[config.mk]
export PLATFORM = sky130hd
export DESIGN_NAME = frame_receiver_with_ack
export DESIGN_NICKNAME = d
export VERILOG_FILES = /design/src/hw/rtl/frx_pkg.sv /design/src/hw/rtl/frx_front.sv /design/src/hw/rtl/frx_queue.sv /design/src/hw/rtl/frx_back.sv /design/src/hw/rtl/frame_receiver_with_ack.sv
export SDC_FILE = /design/constraint.sdc
export NUM_CORES = 1
export LEC_CHECK = 0
export ABC_CLOCK_PERIOD_IN_PS = 12950
export BUFFER_PORTS_ARGS = -buffer_cell sky130_fd_sc_hd__buf_2
export CAP_MARGIN = 20
export CORE_MARGIN = 3
export CORE_UTILIZATION = 61
export CTS_CLUSTER_DIAMETER = 40
export DETAILED_ROUTE_END_ITERATION = 8
export PLACE_DENSITY = 0.78
export SYNTH_ARGS = -nofsm -noshare
export SYNTH_HDL_FRONTEND = slang
export SYNTH_SLANG_ARGS = --single-unit
[constraint.sdc]
create_clock -name clock -period 12.95 [get_ports clock]
set_input_delay 2.59 -clock clock [delete_from_list [all_inputs] [get_ports clock]]
set_output_delay 2.59 -clock clock [all_outputs]
set_load 0.01 [all_outputs]
[src/hw/rtl/frx_pkg.sv]
`timescale 1ns / 1ps
// ---------------------------------------------------------------------------
// frx_pkg: shared types and constants of the frame receiver
// Register set, command format between front and back, output channels.
// ---------------------------------------------------------------------------
package frx_pkg;

   // register indexes of the configuration port
   localparam logic [1:0] REG_SYNC_WORD   = 2'd0;
   localparam logic [1:0] REG_ACK_FLAGS   = 2'd1;
   localparam logic [1:0] REG_END_FLAGS   = 2'd2;
   localparam logic [1:0] REG_MAX_PAYLOAD = 2'd3;

   // reset values of the registers
   localparam logic [31:0] SYNC_RESET        = 32'hDCC0_23C2;
   localparam logic [7:0]  ACK_FLAGS_RESET   = 8'h80;
   localparam logic [7:0]  END_FLAGS_RESET   = 8'h40;
   localparam logic [15:0] MAX_PAYLOAD_RESET = 16'd1024;

   // result channels
   localparam logic [1:0] CH_FILE = 2'd0;
   localparam logic [1:0] CH_ACK  = 2'd1;
   localparam logic [1:0] CH_DONE = 2'd2;

   // header layout
   localparam logic [3:0] HDR_LEN_HI = 4'd10;
   localparam logic [3:0] HDR_LEN_LO = 4'd11;
   localparam logic [3:0] HDR_ID     = 4'd12;
   localparam logic [3:0] HDR_FLAGS  = 4'd13;

   // back end step numbers: data, fourteen ack bytes, done
   localparam logic [3:0] STEP_DATA      = 4'd0;
   localparam logic [3:0] STEP_ACK_FIRST = 4'd1;
   localparam logic [3:0] STEP_ACK_LAST  = 4'd14;
   localparam logic [3:0] STEP_DONE      = 4'd15;

   localparam int QUEUE_DEPTH = 2;

   // configuration register set
   typedef struct packed {
      logic [31:0] sync_word;
      logic [7:0]  ack_flags;
      logic [7:0]  end_flags;
      logic [15:0] max_payload;
   } cfg_type;

   // work for the back end caused by one received byte
   typedef struct packed {
      logic       has_data;
      logic [7:0] data;
      logic       has_ack;
      logic [7:0] ack_id;
      logic       has_done;
   } cmd_type;

endpackage

[src/hw/rtl/frx_front.sv]
`timescale 1ns / 1ps
// ---------------------------------------------------------------------------
// frx_front: header parser and payload classifier
// Collects headers, checks sync, tracks frame ids and payload counts, and
// turns each received byte into at most one command for the back end.
// ---------------------------------------------------------------------------
module frx_front (
   input  logic             clock,
   input  logic             reset,
   input  frx_pkg::cfg_type cfg,
   input  logic             rx_valid,
   input  logic [7:0]       rx_byte,
   output logic             cmd_push,
   output frx_pkg::cmd_type cmd
);

   typedef enum logic [2:0] {
      PH_HEADER  = 3'b001,
      PH_PAYLOAD = 3'b010,
      PH_DONE    = 3'b100
   } phase_type;

   phase_type   phase_ff, phase_in;
   logic [3:0]  hdr_cnt_ff, hdr_cnt_in;
   logic [31:0] sync1_ff, sync1_in;
   logic [31:0] sync2_ff, sync2_in;
   logic [15:0] length_ff, length_in;
   logic [7:0]  id_ff, id_in;
   logic [7:0]  flags_ff, flags_in;
   logic [15:0] left_ff, left_in;
   logic [7:0]  last_id_ff, last_id_in;
   logic        is_new_ff, is_new_in;

   logic [15:0] offset;
   logic [15:0] left_dec;
   logic        sync_ok;

   assign offset   = length_ff - left_ff;
   assign left_dec = left_ff - 16'd1;
   assign sync_ok  = (sync1_ff == cfg.sync_word) && (sync2_ff == cfg.sync_word);

   // per-byte parsing
   always_comb begin
      phase_in   = phase_ff;
      hdr_cnt_in = hdr_cnt_ff;
      sync1_in   = sync1_ff;
      sync2_in   = sync2_ff;
      length_in  = length_ff;
      id_in      = id_ff;
      flags_in   = flags_ff;
      left_in    = left_ff;
      last_id_in = last_id_ff;
      is_new_in  = is_new_ff;
      cmd_push   = 1'b0;
      cmd        = '0;
      cmd.data   = rx_byte;
      cmd.ack_id = id_ff;
      if (rx_valid) begin
         unique case (phase_ff)
            PH_DONE: begin
               phase_in = PH_DONE;
            end
            PH_PAYLOAD: begin
               cmd.has_data = is_new_ff && (offset < cfg.max_payload);
               left_in      = left_dec;
               if (left_dec == 16'd0) begin
                  cmd.has_ack  = 1'b1;
                  cmd.has_done = (flags_ff == cfg.end_flags);
                  phase_in     = cmd.has_done ? PH_DONE : PH_HEADER;
                  hdr_cnt_in   = 4'd0;
               end
               cmd_push = cmd.has_data || cmd.has_ack;
            end
            default: begin
               phase_in = PH_HEADER;
               if (hdr_cnt_ff < 4'd4) begin
                  sync1_in = {sync1_ff[23:0], rx_byte};
               end else if (hdr_cnt_ff < 4'd8) begin
                  sync2_in = {sync2_ff[23:0], rx_byte};
               end else if (hdr_cnt_ff == frx_pkg::HDR_LEN_HI) begin
                  length_in = {rx_byte, length_ff[7:0]};
               end else if (hdr_cnt_ff == frx_pkg::HDR_LEN_LO) begin
                  length_in = {length_ff[15:8], rx_byte};
               end else if (hdr_cnt_ff == frx_pkg::HDR_ID) begin
                  id_in = rx_byte;
               end else if (hdr_cnt_ff == frx_pkg::HDR_FLAGS) begin
                  flags_in = rx_byte;
               end
               if (hdr_cnt_ff != frx_pkg::HDR_FLAGS) begin
                  hdr_cnt_in = hdr_cnt_ff + 4'd1;
               end else begin
                  // last header byte: accept or drop the header
                  hdr_cnt_in = 4'd0;
                  if (sync_ok) begin
                     is_new_in = (id_ff != last_id_ff);
                     if (id_ff != last_id_ff) begin
                        last_id_in = id_ff;
                     end
                     left_in = length_ff;
                     if (length_ff == 16'd0) begin
                        cmd.has_ack  = 1'b1;
                        cmd.has_done = (rx_byte == cfg.end_flags);
                        cmd_push     = 1'b1;
                        phase_in     = cmd.has_done ? PH_DONE : PH_HEADER;
                     end else begin
                        phase_in = PH_PAYLOAD;
                     end
                  end
               end
            end
         endcase
      end
   end

   // control state
   always_ff @(posedge clock) begin
      if (reset) begin
         phase_ff   <= PH_HEADER;
         hdr_cnt_ff <= 4'd0;
         sync1_ff   <= '0;
         sync2_ff   <= '0;
         length_ff  <= '0;
         id_ff      <= '0;
         flags_ff   <= '0;
         left_ff    <= '0;
         last_id_ff <= 8'd1;
         is_new_ff  <= 1'b0;
      end else begin
         phase_ff   <= phase_in;
         hdr_cnt_ff <= hdr_cnt_in;
         sync1_ff   <= sync1_in;
         sync2_ff   <= sync2_in;
         length_ff  <= length_in;
         id_ff      <= id_in;
         flags_ff   <= flags_in;
         left_ff    <= left_in;
         last_id_ff <= last_id_in;
         is_new_ff  <= is_new_in;
      end
   end

endmodule

[src/hw/rtl/frx_queue.sv]
`timescale 1ns / 1ps
// ---------------------------------------------------------------------------
// frx_queue: short command queue between front and back
// Two entries, push on one side, pop on the other, same cycle unless full.
// ---------------------------------------------------------------------------
module frx_queue (
   input  logic             clock,
   input  logic             reset,
   input  logic             push,
   input  frx_pkg::cmd_type push_cmd,
   output logic             full,
   input  logic             pop,
   output logic             not_empty,
   output frx_pkg::cmd_type head
);

   frx_pkg::cmd_type entry_ff [frx_pkg::QUEUE_DEPTH];
   logic       wr_ptr_ff, wr_ptr_in;
   logic       rd_ptr_ff, rd_ptr_in;
   logic [1:0] count_ff, count_in;
   logic       do_push;
   logic       do_pop;

   assign full      = (count_ff == 2'(frx_pkg::QUEUE_DEPTH));
   assign not_empty = (count_ff != 2'd0);
   assign head      = entry_ff[rd_ptr_ff];
   assign do_push   = push && !full;
   assign do_pop    = pop && not_empty;

   // pointer and fill update
   always_comb begin
      wr_ptr_in = do_push ? ~wr_ptr_ff : wr_ptr_ff;
      rd_ptr_in = do_pop ? ~rd_ptr_ff : rd_ptr_ff;
      count_in  = count_ff + {1'b0, do_push} - {1'b0, do_pop};
   end

   always_ff @(posedge clock) begin
      if (reset) begin
         wr_ptr_ff <= 1'b0;
         rd_ptr_ff <= 1'b0;
         count_ff  <= 2'd0;
      end else begin
         wr_ptr_ff <= wr_ptr_in;
         rd_ptr_ff <= rd_ptr_in;
         count_ff  <= count_in;
      end
   end

   // entry storage
   always_ff @(posedge clock) begin
      if (do_push) begin
         entry_ff[wr_ptr_ff] <= push_cmd;
      end
   end

endmodule

[src/hw/rtl/frx_back.sv]
`timescale 1ns / 1ps
// ---------------------------------------------------------------------------
// frx_back: result sequencer
// Expands each command into its flagged data byte, acknowledge frame and done
// marker, one result per cycle into a registered output stage when free.
// ---------------------------------------------------------------------------
module frx_back (
   input  logic             clock,
   input  logic             reset,
   input  frx_pkg::cfg_type cfg,
   input  logic             q_not_empty,
   input  frx_pkg::cmd_type q_head,
   output logic             q_pop,
   output logic             out_valid,
   input  logic             out_ready,
   output logic [1:0]       out_channel,
   output logic [7:0]       out_byte,
   output logic             out_last
);

   frx_pkg::cmd_type cur_ff, cur_in;
   logic       cur_valid_ff, cur_valid_in;
   logic [3:0] step_ff, step_in;
   logic       oval_ff, oval_in;
   logic [1:0] och_ff, och_in;
   logic [7:0] obyte_ff, obyte_in;
   logic       olast_ff, olast_in;

   logic       stage_free;
   logic       emit;
   logic [3:0] end_step;
   logic       at_end;
   logic [3:0] start_step;
   logic [7:0] ack_byte;

   assign stage_free = !oval_ff || out_ready;
   assign emit       = cur_valid_ff && stage_free;
   assign end_step   = cur_ff.has_done ? frx_pkg::STEP_DONE :
                       (cur_ff.has_ack ? frx_pkg::STEP_ACK_LAST : frx_pkg::STEP_DATA);
   assign at_end     = (step_ff == end_step);
   assign q_pop      = q_not_empty && (!cur_valid_ff || (emit && at_end));
   assign start_step = q_head.has_data ? frx_pkg::STEP_DATA : frx_pkg::STEP_ACK_FIRST;

   // acknowledge frame byte for the current step
   always_comb begin
      unique case (step_ff)
         4'd1, 4'd5:  ack_byte = cfg.sync_word[31:24];
         4'd2, 4'd6:  ack_byte = cfg.sync_word[23:16];
         4'd3, 4'd7:  ack_byte = cfg.sync_word[15:8];
         4'd4, 4'd8:  ack_byte = cfg.sync_word[7:0];
         4'd13:       ack_byte = cur_ff.ack_id;
         4'd14:       ack_byte = cfg.ack_flags;
         default:     ack_byte = 8'd0;
      endcase
   end

   // sequencing and output stage
   always_comb begin
      cur_in       = cur_ff;
      cur_valid_in = cur_valid_ff;
      step_in      = step_ff;
      oval_in      = oval_ff && !out_ready;
      och_in       = och_ff;
      obyte_in     = obyte_ff;
      olast_in     = olast_ff;
      if (emit) begin
         oval_in  = 1'b1;
         olast_in = at_end;
         if (step_ff == frx_pkg::STEP_DATA) begin
            och_in   = frx_pkg::CH_FILE;
            obyte_in = cur_ff.data;
         end else if (step_ff == frx_pkg::STEP_DONE) begin
            och_in   = frx_pkg::CH_DONE;
            obyte_in = 8'd0;
         end else begin
            och_in   = frx_pkg::CH_ACK;
            obyte_in = ack_byte;
         end
         if (at_end) begin
            cur_valid_in = 1'b0;
         end else if (step_ff == frx_pkg::STEP_ACK_LAST) begin
            step_in = frx_pkg::STEP_DONE;
         end else begin
            step_in = step_ff + 4'd1;
         end
      end
      if (q_pop) begin
         cur_in       = q_head;
         cur_valid_in = 1'b1;
         step_in      = start_step;
      end
   end

   always_ff @(posedge clock) begin
      if (reset) begin
         cur_valid_ff <= 1'b0;
         step_ff      <= '0;
         oval_ff      <= 1'b0;
      end else begin
         cur_valid_ff <= cur_valid_in;
         step_ff      <= step_in;
         oval_ff      <= oval_in;
      end
   end

   // payload registers
   always_ff @(posedge clock) begin
      cur_ff   <= cur_in;
      och_ff   <= och_in;
      obyte_ff <= obyte_in;
      olast_ff <= olast_in;
   end

   assign out_valid   = oval_ff;
   assign out_channel = och_ff;
   assign out_byte    = obyte_ff;
   assign out_last    = olast_ff;

endmodule

[src/hw/rtl/frame_receiver_with_ack.sv]
`timescale 1ns / 1ps
// ---------------------------------------------------------------------------
// frame_receiver_with_ack: stop-and-wait frame receiver
// Parses framed link bytes, forwards new payload and answers with acks.
// ---------------------------------------------------------------------------
// Usage:
//   req_* carries one received link byte per transaction. rsp_* carries the
//   results: tuser 0 file data, 1 acknowledge byte, 2 transfer done; tlast
//   marks the last result caused by one received byte. csr_* writes
//   sync_word (0), ack_flags (1), end_flags (2), max_payload (3) and is written
//   by the user while no results are pending; the block does not enforce it.
// Data path and throughput: a forwarded payload byte passes the queue
//   entry, the current command and the output registers before rsp. The
//   front takes one byte per cycle while the queue is not full; the back
//   sends one result per cycle unless rsp stalls. A frame end gives 14 to 16
//   results (data byte, acknowledge frame, done), covered by the 14 header
//   bytes of the next frame, so with a ready receiver req_tready stays high.
// Reset and stall:
//   reset clears the parser to header hunting, last id to one and the
//   registers to their defaults. A stalled rsp holds its result; the queue
//   absorbs two more byte commands before req_tready goes low.
//   After the done result every byte is accepted and dropped.
// ---------------------------------------------------------------------------
module frame_receiver_with_ack (
   input  logic        clock,
   input  logic        reset,
   input  logic        req_tvalid,
   output logic        req_tready,
   input  logic [7:0]  req_tdata,   // [7:0] rx_byte
   output logic        rsp_tvalid,
   input  logic        rsp_tready,
   output logic [7:0]  rsp_tdata,   // [7:0] out_byte
   output logic [1:0]  rsp_tuser,   // [1:0] out_channel
   output logic        rsp_tlast,
   input  logic        csr_we,
   input  logic [1:0]  csr_index,
   input  logic [31:0] csr_wdata
);

   frx_pkg::cfg_type cfg_ff, cfg_in;
   frx_pkg::cmd_type push_cmd;
   frx_pkg::cmd_type q_head;
   logic             cmd_push;
   logic             q_full;
   logic             q_not_empty;
   logic             q_pop;
   logic             rx_valid;

   // configuration registers
   always_comb begin
      cfg_in = cfg_ff;
      if (csr_we) begin
         unique case (csr_index)
            frx_pkg::REG_SYNC_WORD:   cfg_in.sync_word   = csr_wdata;
            frx_pkg::REG_ACK_FLAGS:   cfg_in.ack_flags   = csr_wdata[7:0];
            frx_pkg::REG_END_FLAGS:   cfg_in.end_flags   = csr_wdata[7:0];
            frx_pkg::REG_MAX_PAYLOAD: cfg_in.max_payload = csr_wdata[15:0];
            default:                  cfg_in = cfg_ff;
         endcase
      end
   end

   always_ff @(posedge clock) begin
      if (reset) begin
         cfg_ff.sync_word   <= frx_pkg::SYNC_RESET;
         cfg_ff.ack_flags   <= frx_pkg::ACK_FLAGS_RESET;
         cfg_ff.end_flags   <= frx_pkg::END_FLAGS_RESET;
         cfg_ff.max_payload <= frx_pkg::MAX_PAYLOAD_RESET;
      end else begin
         cfg_ff <= cfg_in;
      end
   end

   // input transaction
   assign req_tready = !q_full;
   assign rx_valid   = req_tvalid && !q_full;

   frx_front u_front (
      .clock    (clock),
      .reset    (reset),
      .cfg      (cfg_ff),
      .rx_valid (rx_valid),
      .rx_byte  (req_tdata),
      .cmd_push (cmd_push),
      .cmd      (push_cmd)
   );

   frx_queue u_queue (
      .clock     (clock),
      .reset     (reset),
      .push      (cmd_push),
      .push_cmd  (push_cmd),
      .full      (q_full),
      .pop       (q_pop),
      .not_empty (q_not_empty),
      .head      (q_head)
   );

   frx_back u_back (
      .clock       (clock),
      .reset       (reset),
      .cfg         (cfg_ff),
      .q_not_empty (q_not_empty),
      .q_head      (q_head),
      .q_pop       (q_pop),
      .out_valid   (rsp_tvalid),
      .out_ready   (rsp_tready),
      .out_channel (rsp_tuser),
      .out_byte    (rsp_tdata),
      .out_last    (rsp_tlast)
   );

endmodule
==> results.py, run 1 <==
metrics = {
    "min_path": {
        "hold_depth": 2,
        "hp-class": "reg -> reg",
    },
    "logic_synthesis": {
        "synth_cell_types": 77,
        "netlist_instances": 1493,
        "ys_seq_area_share_pct": 46.4,
        "yosys.area_share.simple_pct": 22.5,
        "syn-num-nets": 1579,
        "synth_edf_count": 67,
        "synth_top_family_by_area": "simple AND/OR/NAND/NOR gates",
        "synth.top_cells.by_area": "dfxtp_1 31%, edfxtp_1 15%, nand2_1 8.9%",
        "synth_xor_area_share_pct": 5.55,
        "synth_top_area_share_pct": 31.0,
        "postSynthAreaPerCell_um2": 8.77,
        "synth_compound_area_share_pct": 12.9,
        "synth_ff_type": "dfxtp_1",
        "yosysTopAreaCell": "dfxtp_1",
        "yosys-top-cells-count": "310 x nand2_1, 203 x dfxtp_1, 154 x a21oi_1, 89 x nor2_1, 71 x clkbuf_1",
        "postSynth.asyncResetShare_pct": 0,
        "yosysMostFrequentCell": "nand2_1",
        "muxShareOfSynthArea_pct": 4.87,
        "ys_seq_elements": 270,
        "synthAdderAreaFrac_pct": 3.78,
        "ys_warn_count": 0,
        "synthesis.area_um2": 13100,
    },
    "placed_design": {
        "io_buffer_count": 59,
        "dpl.hpwl_um": 25300,
        "post_dp_cell_area_um2": 13500,
        "gp_congestion": 0.953,
        "placed_cells": 1747,
    },
    "clock_tree": {
        "postCtsSetupRepairBufs": 0,
        "ctsLongestPathBuffers": 3,
        "htreeDepth": 2,
        "clk-insertion-delay-late_ns": 0.52,
        "cts_resized": 0,
        "cts.hold.buffers_added": 0,
        "clock_sinks": 270,
        "cts-root-buf": "clkbuf_16",
        "cts_tree": "yes",
        "cts_made_buffers": 35,
        "cts.clk_slew.worst_paths_ns": 0.06,
    },
    "route": {
        "drtIter0Drc": 1063,
        "vias": 11100,
        "dr.pass1.iters": 6,
        "viasPerCell": 6.15,
        "drc": 0,
        "ant_nets": 0,
        "wirelength_um": 36400,
        "drt-wirelength-per-cell_um": 20.1,
    },
    "global_route": {
        "grt_max_degree": 104,
        "antenna_found_initial": 0,
        "grt_pass1_wl_um": 57200,
        "grt_usage_pct": 30.4,
        "grt_pass1_vias": 10500,
        "grt_overflow": 0,
    },
    "worst_setup_path": {
        "end_kind": "register",
        "crit_path_max_fanout": 19,
        "crit_path_start_kind": "register",
        "r2r_cells": 15,
        "cp_data_arrival_time_ns": 5.07,
        "worstSetupPathType": "reg -> reg",
        "cp_data_required_time_ns": 13.08,
    },
    "finish": {
        "design_area_um2": 14600,
        "num_antenna_cells": 0,
        "layout-drive-gt1-share_pct": 11.9,
        "nNetsFinal": 1602,
        "final_core_util_pct": 70.7,
        "syn2layout_area_growth_pct": 11.8,
        "final_cells": 1813,
    },
    "power_and_ir_drop": {
        "power.density_nw_per_um2": 151,
        "p_leak_nw": 5.56,
        "peakVddDrop_mv": 0.0985,
    },
    "die": {
        "die_w_um": 153,
        "rows": 52,
        "pin_count": 60,
        "start_util_pct": 63.3,
        "coreArea_um2": 20700,
        "die-area_um2": 23300,
        "die_h_um": 153,
    },
    "sta": {
        "drv_slew": 0,
        "setup_viol": 0,
        "hold_viol_final": 0,
        "fin_tns_setup_ns": 0,
        "relSlewSlack_pct": 25.6,
        "tightest_slew_ns": 1.12,
        "rsz0062_at_grt": "false",
        "min_period_ns": 4.93,
        "timing.fmax_mhz": 203,
        "min_period_over_period_pct": 38.1,
        "finClkSkew_ns": 0.0170,
    },
    "status": {
        "status": "complete, no violations",
    },
    "job": {
        "cap_violations": 0,
    },
}
[area by class of cell]
cell class,instances,area [µm²]
clock buffers,40,916
clock inverters,24,225
fillers,1632,6050
inverters,49,184
multi-input cells,1089,6510
flip-flops and latches,270,6080
well taps,270,338
repair buffers,71,392
[metal layers]
layer,GRT usage (%),up-vias,share of wire [%]
met5,0,-,0
met4,15.6,0,5.2
met3,4.09,116,7.3
met2,49.4,558,47
met1,40.0,5212,41
li1,-,5262,-
[worst max-delay path, stage by stage (launching register included)]
cell	delay [ns]
dfxtp_1	0.48
inv_1	0.11
ha_1	0.35
nor2b_1	0.14
o21ai_0	0.21
a21boi_0	0.18
o211ai_1	0.31
a211oi_1	0.15
or3_1	0.42
o211ai_1	0.19
ha_1	0.26
and4_1	0.17
a2111oi_0	0.40
o211ai_1	0.20
a21oi_2	0.25
and2_1	0.74
[cells by family after synthesis]
kind of cell    count (synthesis)
flops                         270
xor+xnor                       83
buf+inv                       134
mux                            61
simple gates                  625
fa+ha+maj                      39
compound gates                281
[metrics by stage]
stage	setup slack, ns	hold WS (ns)	power (mW)
2_1_floorplan	8.33	0.436	1.17
3_3_place_gp	8.22	0.444	1.27
3_5_place_dp	8.04	0.446	1.28
4_1_cts	8.00	0.455	2.21
5_1_grt	7.69	0.468	2.28
6_report	8.02	0.455	2.21
[path summary, 6_finish.rpt]
| path | slack, ns | end | start |
|---|---|---|---|
| hold / removal | 0.45 | cfg_ff[29] | cfg_ff[29] |
| setup reg to reg | 8.02 | u_queue.entry_ff[1][6] | u_front.left_ff[2] |
| hold reg to reg | 0.45 | cfg_ff[29] | cfg_ff[29] |
| setup / recovery | 8.02 | u_queue.entry_ff[1][6] | u_front.left_ff[2] |
[report_power, final]
part           switching, mW  leakage [nW]  internal [mW]  total [mW]
sequential            0.0489          2.29          0.941       0.990
combinational          0.181          2.72         0.0952       0.276
clock                  0.384         0.541          0.559       0.943
total                  0.614          5.56           1.60        2.21
[sequential cells by signal (all words and copies together), names as in the netlist, named ones only]
name,flops
cfg_ff,64
u_queue.entry_ff,38
u_front.sync1_ff,32
u_front.sync2_ff,32
u_back.cur_ff,18
u_front.left_ff,16
u_front.length_ff,16
u_back.out_byte,8
u_front.flags_ff,8
u_front.id_ff,8
u_front.last_id_ff,8
u_back.step_ff,4
u_front.hdr_cnt_ff,4
u_front.phase_ff,3
u_back.out_channel,2
u_queue.count_ff,2
u_back.cur_valid_ff,1
u_back.out_last,1
u_back.out_valid,1
u_front.is_new_ff,1
u_queue.rd_ptr_ff,1
u_queue.wr_ptr_ff,1
[cell usage in the layout, fill, tap and decap left out, types with 12 or more instances in the layout]
| cell type | n |
|---|---|
| mux2i_1 | 39 |
| nor4_1 | 24 |
| nor3_1 | 30 |
| a21oi_1 | 154 |
| nand2_1 | 310 |
| nor2_1 | 88 |
| nand4_1 | 21 |
| nor2b_1 | 14 |
| and3_1 | 17 |
| inv_1 | 47 |
| a22oi_1 | 17 |
| clkbuf_16 | 36 |
| buf_2 | 58 |
| o21ai_0 | 29 |
| mux2_2 | 21 |
| edfxtp_1 | 67 |
| xor2_1 | 41 |
| xnor2_1 | 42 |
| nand3_1 | 49 |
| or3_1 | 15 |
| ha_1 | 38 |
| buf_4 | 12 |
| dfxtp_1 | 203 |
Power figures use the tool's default switching activity.
==> run 2, diff against run 1 <==
--- a/config.mk
+++ b/config.mk
@@ -5,14 +5,14 @@
 export SDC_FILE = /design/constraint.sdc
 export NUM_CORES = 1
 export LEC_CHECK = 0
-export ABC_CLOCK_PERIOD_IN_PS = 12950
+export ABC_CLOCK_PERIOD_IN_PS = 4500
 export BUFFER_PORTS_ARGS = -buffer_cell sky130_fd_sc_hd__buf_2
 export CAP_MARGIN = 20
 export CORE_MARGIN = 3
-export CORE_UTILIZATION = 61
+export CORE_UTILIZATION = 56
 export CTS_CLUSTER_DIAMETER = 40
 export DETAILED_ROUTE_END_ITERATION = 8
-export PLACE_DENSITY = 0.78
+export PLACE_DENSITY = 0.76
 export SYNTH_ARGS = -nofsm -noshare
 export SYNTH_HDL_FRONTEND = slang
 export SYNTH_SLANG_ARGS = --single-unit
==> constraint.sdc (replaced) <==
create_clock -name clock -period 4.5 [get_ports clock]
set_input_delay 0.9 -clock clock [delete_from_list [all_inputs] [get_ports clock]]
set_output_delay 0.9 -clock clock [all_outputs]
set_load 0.01 [all_outputs]
==> results.py, run 2 (synthesis results as in run 1) <==
metrics = {
    "placed_design": {
        "gp_congestion": 0.947,
        "io_buffer_count": 59,
        "dpl.hpwl_um": 25600,
        "dp_slack_ns": 0.116,
        "placed_cells": 1796,
    },
    "finish": {
        "largest_registers": "cfg_ff (64), u_queue.entry_ff (38)",
        "layout_common_cells": "310 x nand2_1, 202 x dfxtp_1, 154 x a21oi_1",
        "layout-drive-gt1-share_pct": 13.2,
        "syn2layout_area_growth_pct": 14.8,
        "final_cells": 1872,
        "num_antenna_cells": 0,
        "final_common_cell": "nand2_1",
        "final_core_util_pct": 66.0,
        "largest_reg_flops": 64,
        "nNetsFinal": 1614,
        "top_register": "cfg_ff",
    },
    "power_and_ir_drop": {
        "p_leak_nw": 5.75,
        "peakVddDrop_mv": 0.376,
        "power.density_nw_per_um2": 455,
    },
    "sta": {
        "relSlewSlack_pct": 30.3,
        "tightest_slew_ns": 1.04,
        "fin_tns_setup_ns": 0,
        "timing.fmax_mhz": 235,
        "min_period_ns": 4.26,
        "finClkSkew_ns": 0.0254,
        "hold_viol_final": 0,
        "min_period_over_period_pct": 94.6,
        "setup_viol": 0,
        "setup_ws_ns": 0.243,
        "worst_hold_slack_ns": 0.460,
        "drv_slew": 0,
    },
    "global_route": {
        "grt_pass1_wl_um": 57800,
        "antenna_found_initial": 0,
        "grt_max_degree": 97,
        "grt_pass1_vias": 10800,
        "grt_usage_pct": 28.4,
        "grt_overflow": 0,
    },
    "die": {
        "pin_count": 60,
        "die-area_um2": 25300,
        "start_util_pct": 57.5,
        "coreArea_um2": 22800,
        "die_h_um": 159,
        "die_w_um": 159,
        "rows": 55,
    },
    "clock_tree": {
        "htreeDepth": 2,
        "clock_sinks": 270,
        "cts_tree": "yes",
        "cts.clk_slew.worst_paths_ns": 0.06,
        "ctsLongestPathBuffers": 3,
        "clk-insertion-delay-late_ns": 0.53,
        "cts_made_buffers": 39,
        "cts-root-buf": "clkbuf_16",
    },
    "worst_setup_path": {
        "path_buf_inv": 2,
        "r2r-start": "u_front.length_ff[0]",
        "cp_data_required_time_ns": 4.72,
        "worstSetupPathType": "reg -> reg",
        "path_cells": "inv_1 > ha_1 > fa_2 > nor2b_1 > o21ai_1 > a21boi_1 > o211ai_1 > a211oi_2 > or3_1 > o211ai_1 > ha_1 > and4_1 > a2111oi_2 > o211ai_1 > a21oi_2 > nor2b_2 > buf_4",
        "r2r_slack_ns": 0.24,
        "r2r-end": "u_queue.entry_ff[0][2]",
        "slowest_stage": "fa_2",
        "cp_data_arrival_time_ns": 4.47,
        "cpPeakStageDelay_ns": 0.42,
        "r2r_cells": 17,
        "crit_cells": 17,
        "crit_path_start_kind": "register",
        "cp_common_cell": "o211ai_1",
        "crit_path_max_fanout": 10,
        "end_kind": "register",
        "cp_top_family": "compound AO/OA/AOI/OAI gates",
    },
    "route": {
        "drc": 0,
        "viasPerCell": 5.90,
        "wirelength_um": 36900,
        "drt-wirelength-per-cell_um": 19.7,
        "dr.pass1.iters": 5,
        "drtIter0Drc": 1003,
        "ant_nets": 0,
        "vias": 11100,
    },
    "min_path": {
        "worstHoldStart": "cfg_ff[6]",
        "min_to": "cfg_ff[6]",
        "hold_depth": 2,
        "hp-class": "reg -> reg",
    },
    "status": {
        "status": "complete, no violations",
    },
    "job": {
        "cap_violations": 0,
    },
}
## run 2: changes by cell type in the layout (fill, tap and decap cells not counted), sizes merged
cell,change
clkbuf,+4
bufinv,+4
inv,-1
clkinv,+7
buf,+8
clkinvlp,-6
## run 2: how the worst max path moves through the flow
| stage | from | end | slack (ns) |
|---|---|---|---|
| global placement | u_front.length_ff[0] | u_queue.count_ff[1] | 0.22 |
| floorplan | u_front.length_ff[0] | u_queue.entry_ff[0][0] | 0.23 |
| finish | u_front.length_ff[0] | u_queue.entry_ff[0][2] | 0.24 |
| global route | u_front.length_ff[0] | u_queue.count_ff[1] | -0.002 |
| detailed placement | u_front.length_ff[0] | u_queue.entry_ff[1][16] | 0.12 |
| CTS | u_front.length_ff[0] | u_queue.entry_ff[0][3] | 0.1 |
## run 2: routing by layer
layer / GRT usage (%) / vias to the layer above / part of all wire [%]
met5: 0 / - / 0
met4: 14.7 / 0 / 5.4
met3: 4.17 / 117 / 6.4
met2: 47.4 / 428 / 47
met1: 36.1 / 5209 / 42
li1: - / 5296 / -
## run 2: where the power goes
part | internal (mW) | switching, mW
sequential | 2.71 | 0.136
combinational | 0.268 | 0.531
clock | 2.03 | 1.17
## run 2: stage by stage
stage                     area, µm²  power, mW
final                         15000       6.85
after global routing          15000       7.09
after CTS                     15000       6.87
after detailed placement      13600       3.68
after global placement        13600       3.66
after floorplan               13100       3.37
## run 2: worst register-to-register path, cell delays in order (launching register included)
cell	delay, ns
dfxtp_1	0.38
inv_1	0.08
ha_1	0.23
fa_2	0.42
nor2b_1	0.15
o21ai_1	0.10
a21boi_1	0.19
o211ai_1	0.20
a211oi_2	0.27
or3_1	0.16
o211ai_1	0.10
ha_1	0.29
and4_1	0.17
a2111oi_2	0.35
o211ai_1	0.21
a21oi_2	0.25
nor2b_2	0.20
buf_4	0.19
## run 2: layout make-up
class                           instances  area [µm²]
Clock buffer                           44        1040
Clock inverter                         28         358
Fill cell                            1818        7740
Inverter                               49         184
Multi-Input combinational cell       1089        6520
Sequential cell                       270        6080
Tap cell                              313         392
Timing Repair Buffer                   79         464
## run 2: repair_timing
action / in CTS / in global routing
buffers inserted: 0 / 3
endpoints found under the setup margin: 0 / 41
hold buffers: 0 / 0
gates resized for setup: 0 / 7
